**config.mk**
```make
export PLATFORM = sky130hd
export DESIGN_NAME = ile_cell
export DESIGN_NICKNAME = d
export VERILOG_FILES = /design/src/assert_macros.svh /design/src/ile_pkg.sv /design/src/ile_cell.sv
export SDC_FILE = /design/constraint.sdc
export NUM_CORES = 1
export LEC_CHECK = 0
export BUFFER_PORTS_ARGS = -buffer_cell sky130_fd_sc_hd__buf_2
export CORE_MARGIN = 2
export CORE_UTILIZATION = 43
export CTS_BUF_LIST = sky130_fd_sc_hd__clkbuf_4
export DETAILED_ROUTE_END_ITERATION = 6
export HOLD_SLACK_MARGIN = 0.06
export PLACE_DENSITY = 0.83
export SETUP_SLACK_MARGIN = 0.4
export SYNTH_ARGS = -nofsm -noshare
export SYNTH_HDL_FRONTEND = slang
export SYNTH_SLANG_ARGS = --single-unit
export TNS_END_PERCENT = 20
```
**constraint.sdc**
```tcl
create_clock -name clk -period 3.54 [get_ports clk]
set_clock_uncertainty 0.1 [all_clocks]
set_input_delay 0.885 -clock clk [delete_from_list [all_inputs] [get_ports clk]]
set_output_delay 0.885 -clock clk [all_outputs]
set_load 0.1 [all_outputs]
```
**src/assert_macros.svh**
```systemverilog
`ifndef ASSERT_MACROS_SVH
`define ASSERT_MACROS_SVH

// concurrent check disabled during reset, implication left to the caller
`define ILE_ASSERT(lbl, clk, rst_n, prop, msg) \
    lbl: assert property (@(posedge clk) disable iff (!rst_n) prop) else $error(msg);

// check that also holds while reset is asserted
`define ILE_ASSERT_ALWAYS(lbl, clk, prop, msg) \
    lbl: assert property (@(posedge clk) prop) else $error(msg);

`endif

```
**src/ile_pkg.sv**
```systemverilog
package ile_pkg;

    localparam int ILE_CAPACITY    = 64;
    localparam int ILE_VALUE_WIDTH = 32;

    typedef enum logic [2:0] {
        OP_APPEND = 3'd0,
        OP_GET    = 3'd1,
        OP_SET    = 3'd2,
        OP_INSERT = 3'd3,
        OP_REMOVE = 3'd4
    } op_t;

    typedef enum logic [1:0] {
        ST_OK    = 2'd0,
        ST_RANGE = 2'd1,
        ST_FULL  = 2'd2
    } status_t;

    typedef enum logic [2:0] {
        CO_HOLD,
        CO_WRITE,
        CO_INSERT,
        CO_REMOVE,
        CO_READ
    } cell_op_t;

    typedef struct packed {
        logic [2:0]         opcode;
        logic signed [7:0]  position;
        logic signed [31:0] item_value;
    } in_word_t;

    typedef struct packed {
        logic signed [31:0] read_value;
        logic [1:0]         status;
        logic [6:0]         length;
    } out_word_t;

endpackage

```
**src/ile_cell.sv**
```systemverilog
module ile_cell
    import ile_pkg::*;
#(
    parameter int IDX         = 0,
    parameter int SLOT_WIDTH  = 6,
    parameter int VALUE_WIDTH = ILE_VALUE_WIDTH
)
(
    input  logic                   clk,
    input  cell_op_t               op,
    input  logic [SLOT_WIDTH-1:0]  slot,
    input  logic [VALUE_WIDTH-1:0] value,
    input  logic [VALUE_WIDTH-1:0] lo_value,
    input  logic [VALUE_WIDTH-1:0] hi_value,
    output logic [VALUE_WIDTH-1:0] q,
    output logic [VALUE_WIDTH-1:0] rd
);

    localparam logic [SLOT_WIDTH-1:0] MY_IDX = SLOT_WIDTH'(IDX);

    logic [VALUE_WIDTH-1:0] data_reg;
    logic [VALUE_WIDTH-1:0] data_next;
    logic                   hit;
    logic                   above;

    assign hit   = (slot == MY_IDX);
    assign above = (MY_IDX > slot);
    assign q     = data_reg;
    assign rd    = (op == CO_READ && hit) ? data_reg : '0;

    always_comb
    begin
        data_next = data_reg;
        case (op)
            CO_WRITE:
            begin
                if (hit)
                begin
                    data_next = value;
                end
            end
            CO_INSERT:
            begin
                if (hit)
                begin
                    data_next = value;
                end
                else if (above)
                begin
                    data_next = lo_value;
                end
            end
            CO_REMOVE:
            begin
                if (hit || above)
                begin
                    data_next = hi_value;
                end
            end
            default:
            begin
                data_next = data_reg;
            end
        endcase
    end

    always_ff @(posedge clk)
    begin
        data_reg <= data_next;
    end

endmodule

```
==> results of run 1 <==
==> path summary, 6_finish.rpt <==
path / start / end / slack (ns) / cells after the start
max: slot[0] / rd[28] / 0.45 / 6
min: hi_value[7] / q[7]$_DFFE_PP_ / 0.82 / 3
==> layout make-up <==
cell class	instances	share of cell area, %
multi-input combinational	170	34.6
timing repair buffer	183	37.1
clock inverter	3	0.353
clock buffer	5	0.964
sequential	32	24.7
tap	72	2.31
==> stage by stage <==
| stage | std cells | setup slack, ns | utilization [%] | power (mW) |
|---|---|---|---|---|
| final | 465 | 0.452 | 70.7 | 0.825 |
| after global routing | 465 | 0.379 | 70.7 | 0.866 |
| after CTS | 464 | 0.413 | 70.5 | 0.831 |
| after detailed placement | 456 | 0.356 | 69.5 | 0.631 |
| after global placement | 456 | 0.425 | 69.5 | 0.624 |
| after floorplan | 236 | 0.146 | - | 0.538 |
==> worst max-delay path: cells and delay by family <==
kind                   cells  cell delay (ns)
buffers and inverters      3             0.47
and+or+nand+nor            3             0.74
==> repair_timing <==
action / in CTS / in global routing
pin swaps: 0 / 1
buffers inserted: 0 / 1
gates resized for setup: 2 / 3
endpoints found under the setup margin: 23 / 29
hold endpoints to repair: 0 / 0
==> routing by layer <==
| layer | wire length [µm] | vias to the layer above |
|---|---|---|
| met2 | 4510 | 166 |
| met1 | 3030 | 1300 |
| met5 | 0 | - |
| met4 | 250 | 0 |
| met3 | 684 | 22 |
| li1 | - | 1299 |
==> cell usage after synthesis, drive strengths merged <==
cell / instances / share of area (%)
nor4: 34 / 17
a2111oi: 32 / 11
and2: 32 / 8.1
edfxtp: 32 / 39
nor3: 32 / 6.5
o22ai: 32 / 8.1
clkbuf: 23 / 3.5
buf: 11 / 3.8
nor2: 2 / 0.31
and4: 1 / 0.36
nand2b: 1 / 0.25
nand3b: 1 / 0.31
nor2b: 1 / 0.25
or2: 1 / 0.25
or4: 1 / 0.46
==> report_power, final <==
group | switching, mW | total, mW | internal (mW)
sequential | 0.000912 | 0.424 | 0.423
combinational | 0.120 | 0.201 | 0.0803
clock | 0.128 | 0.201 | 0.0729
total | 0.249 | 0.825 | 0.576
==> kinds of logic after synthesis <==
| family | count (synthesis) | synth area share (%) |
|---|---|---|
| compound gates | 64 | 19.5 |
| buf+inv | 34 | 7.32 |
| flops | 32 | 39.1 |
| simple gates | 106 | 34.1 |
==> metrics, run 1 <==
status complete, no violations; initial DRC count 174; area of the multi-input gates 1350 µm²; DR pass1 iterations 5; Setup TNS Final 0 ns; Syn Area/Cell 10.4 µm²; largest net degree at the start of global routing 66; CP cell instances buf_2 > nor4_4 > and4_4 > buf_12 > and2_1 > buf_12; Port Buffers 169; register area 961 µm²; routed via count 2787; Worst setup EP type primary output; static leakage 1.47 nW; # IOs 170; Slew HR 44.9%; Min Hold Slack 0.825 ns; DRC Markers 0; Total Routing Usage GR 26.6%; pwr/cell area 212 nW/µm²; Yosys cell types 21; Area after DPL 3830 µm²; Crit Path Category primary input to primary output; fin crit share 87.2%; cells after synthesis 236; max_cap viols 0; post-synthesis sequential area ratio 39.1%; routed wire length 8480 µm; die width 79.6 µm; peak supply drop 137 µV; Worst Path Required 2.55 ns; CTS sink count 32; CP Max Fanout 29; met3 Track Usage GR 6.22%; Wirelength per Cell 18.2 µm; DR vias/cell 5.99; die area 6340 µm²; final slew viol count 0; CTS tree yes; layout cells sized above 1 61.3%; synthesized area 2460 µm²; first-pass GRT wire length 13100 µm; Initial Utilization 44.7%; Setup-failing EPs final 0; Post-CTS Hold Buffers 0; GRT Residual Overflow 0; most common cell after layout, fill and taps aside buf_2; hold crit path type primary input to register; Clock Path Buffers 2; Largest register FFs 32; Synth Register Bits 32; Root Buffer clkbuf_4; gpl congestion 0.809; Final Hold Viols 0; Diodes inserted 0; Fill cells 425; Rows 27; yosys warns 0; layer with the highest usage met2; number of global-route vias before repair 2784; number of buffers created by CTS 5; met1 Usage GRT 29.4%; post-synthesis net count 342; Finished Cell Area 3890 µm²; CTS H-Tree Depth 2; Clk pin slew, worst setup/hold paths 0.10 ns; GRT met2 Usage 48.6%; core box area 5510 µm²; fin nets 498; most frequent cells in the layout buf_2 (137), buf_12 (33); RSZ-0062 raised after global routing true; die height 79.6 µm; Fmax 324 MHz; initial antenna violation count 0; Least-Margin Pin Slew 0.826 ns; most used cell, CP buf_12; DP HPWL 6280 µm; Period minus WS final 3.09 ns; Area Overhead vs Synth 58.3%; Max stage delay cell, worst path nor4_4; critical path arrival 2.10 ns; post-route ant nets 0; CP max stage delay 0.28 ns; Setup crit start kind primary input
Note: power is estimated with default switching activity, not from simulation.
==> run 2, diff against run 1 <==
- PLACE_DENSITY: 0.83 -> 0.92
==> run 2 against run 1 <==
Global-route usage is 0.57 points higher; hold slack gained 0.0064 ns; sequential cell count stayed put; cell count is 0.22% lower; setup slack lost 0.043 ns; die area unchanged; wire length rose by 6.3%; clock power about the same; first-iteration DRC count up 41%; sequential power about the same.
==> metrics, run 2 (synthesis results as in run 1) <==
GRT Residual Overflow 0; CP Max Fanout 7; CTS H-Tree Depth 2; initial DRC count 245; Final Hold Viols 0; routed via count 2853; Diodes inserted 0; Port Buffers 169; hold crit path type primary input to register; DR vias/cell 6.15; pwr/cell area 210 nW/µm²; post-route ant nets 0; core box area 5510 µm²; initial antenna violation count 0; Worst setup EP type primary output; RSZ-0062 raised after global routing true; Fmax 319 MHz; Area Overhead vs Synth 60.3%; Root Buffer clkbuf_4; Period minus WS final 3.13 ns; CTS tree yes; static leakage 1.49 nW; Non-Filler Instances 464; Rows 27; die height 79.6 µm; most common cell after layout, fill and taps aside buf_2; Largest register FFs 32; number of global-route vias before repair 2758; largest net degree at the start of global routing 66; number of buffers created by CTS 5; Wirelength per Cell 19.4 µm; status complete, no violations; layout cells sized above 1 63.3%; Setup crit start kind primary input; Clock Path Buffers 2; worst setup path start slot[1]; CTS sink count 32; die area 6340 µm²; # IOs 170; Crit Path Category primary input to primary output; gpl congestion 0.833; die width 79.6 µm; Fill cells 400; Worst Path Required 2.55 ns; max_cap viols 0; Setup-failing EPs final 0; DRC Markers 0; routed wire length 9010 µm; critical path arrival 2.15 ns; fin nets 498; Setup TNS Final 0 ns; peak supply drop 139 µV; # placed instances 453; final slew viol count 0; CP endpoint rd[13]; Slew HR 24.8%; Least-Margin Pin Slew 1.13 ns; DR pass1 iterations 5; most frequent cells in the layout buf_2 (136), buf_12 (33); Clk pin slew, worst setup/hold paths 0.10 ns; DP HPWL 6240 µm; fin crit share 88.5%; Total Routing Usage GR 27.2%; Initial Utilization 44.7%; first-pass GRT wire length 13500 µm
## run 2: cell types whose count changed in the layout (fill, tap and decap cells not counted), sizes merged
cell	delta
buf	-1
clkbuf	+2
clkinv	-2
## run 2: worst min-delay path by stage
| stage | startpoint | to | slack [ns] | cells after the start |
|---|---|---|---|---|
| after floorplan | hi_value[0] | q[0]$_DFFE_PP_ | 1.06 | 2 |
| after detailed placement | hi_value[4] | q[4]$_DFFE_PP_ | 1.17 | 3 |
| after global routing | hi_value[6] | q[6]$_DFFE_PP_ | 0.82 | 3 |
| after global placement | hi_value[6] | q[6]$_DFFE_PP_ | 1.15 | 3 |
| after CTS | hi_value[4] | q[4]$_DFFE_PP_ | 0.82 | 3 |
| final | hi_value[4] | q[4]$_DFFE_PP_ | 0.83 | 3 |
## run 2: power by group
| group | switching (mW) | total (mW) | internal, mW |
|---|---|---|---|
| Clock | 0.123 | 0.204 | 0.0808 |
| Sequential | 0.00104 | 0.424 | 0.423 |
| Combinational | 0.121 | 0.201 | 0.0800 |
## run 2: through the flow
step                      instance area (µm²)  total power [mW]  hold WS [ns]  worst slack, ns  util (%)
after floorplan                          2470             0.538          1.06            0.146         -
after global placement                   3800             0.621          1.15            0.406      69.1
final                                    3940             0.829         0.831            0.408      71.6
after detailed placement                 3800             0.629          1.17            0.328      69.1
after global routing                     3940             0.872         0.820            0.366      71.6
after CTS                                3860             0.831         0.819            0.414      70.1
## run 2: timing repair
item | 4_1_cts | 5_1_grt
endpoints found under the hold margin | 0 | 0
resized for setup | 4 | 11
setup endpoints to repair | 28 | 28
hold buffers | 0 | 0
gates cloned | 0 | 2
setup buffers | 0 | 2
pin swaps | 0 | 3
## run 2: area by class of cell
class | count | area (µm²) | share of cell area (%)
sequential | 32 | 961 | 24.4
multi-input combinational | 170 | 1370 | 34.7
clock buffer | 6 | 45.0 | 1.14
tap | 72 | 90.1 | 2.28
timing repair buffer | 183 | 1480 | 37.4
clock inverter | 1 | 5.00 | 0.127
## run 2: worst max-delay path, stage by stage
cell and delay (ns):
buf_2 0.12, nor4_4 0.26, and4_4 0.35, clkbuf_16 0.18
and2_2 0.17, buf_12 0.17
## run 2: metal layers
metal | global-route usage, % | vias to the layer above | part of all wire (%)
met5 | 0 | - | 0
met4 | 8.79 | 0 | 3.1
met3 | 4.52 | 33 | 8.9
met2 | 50.8 | 207 | 53
met1 | 31.3 | 1324 | 35
li1 | - | 1289 | -
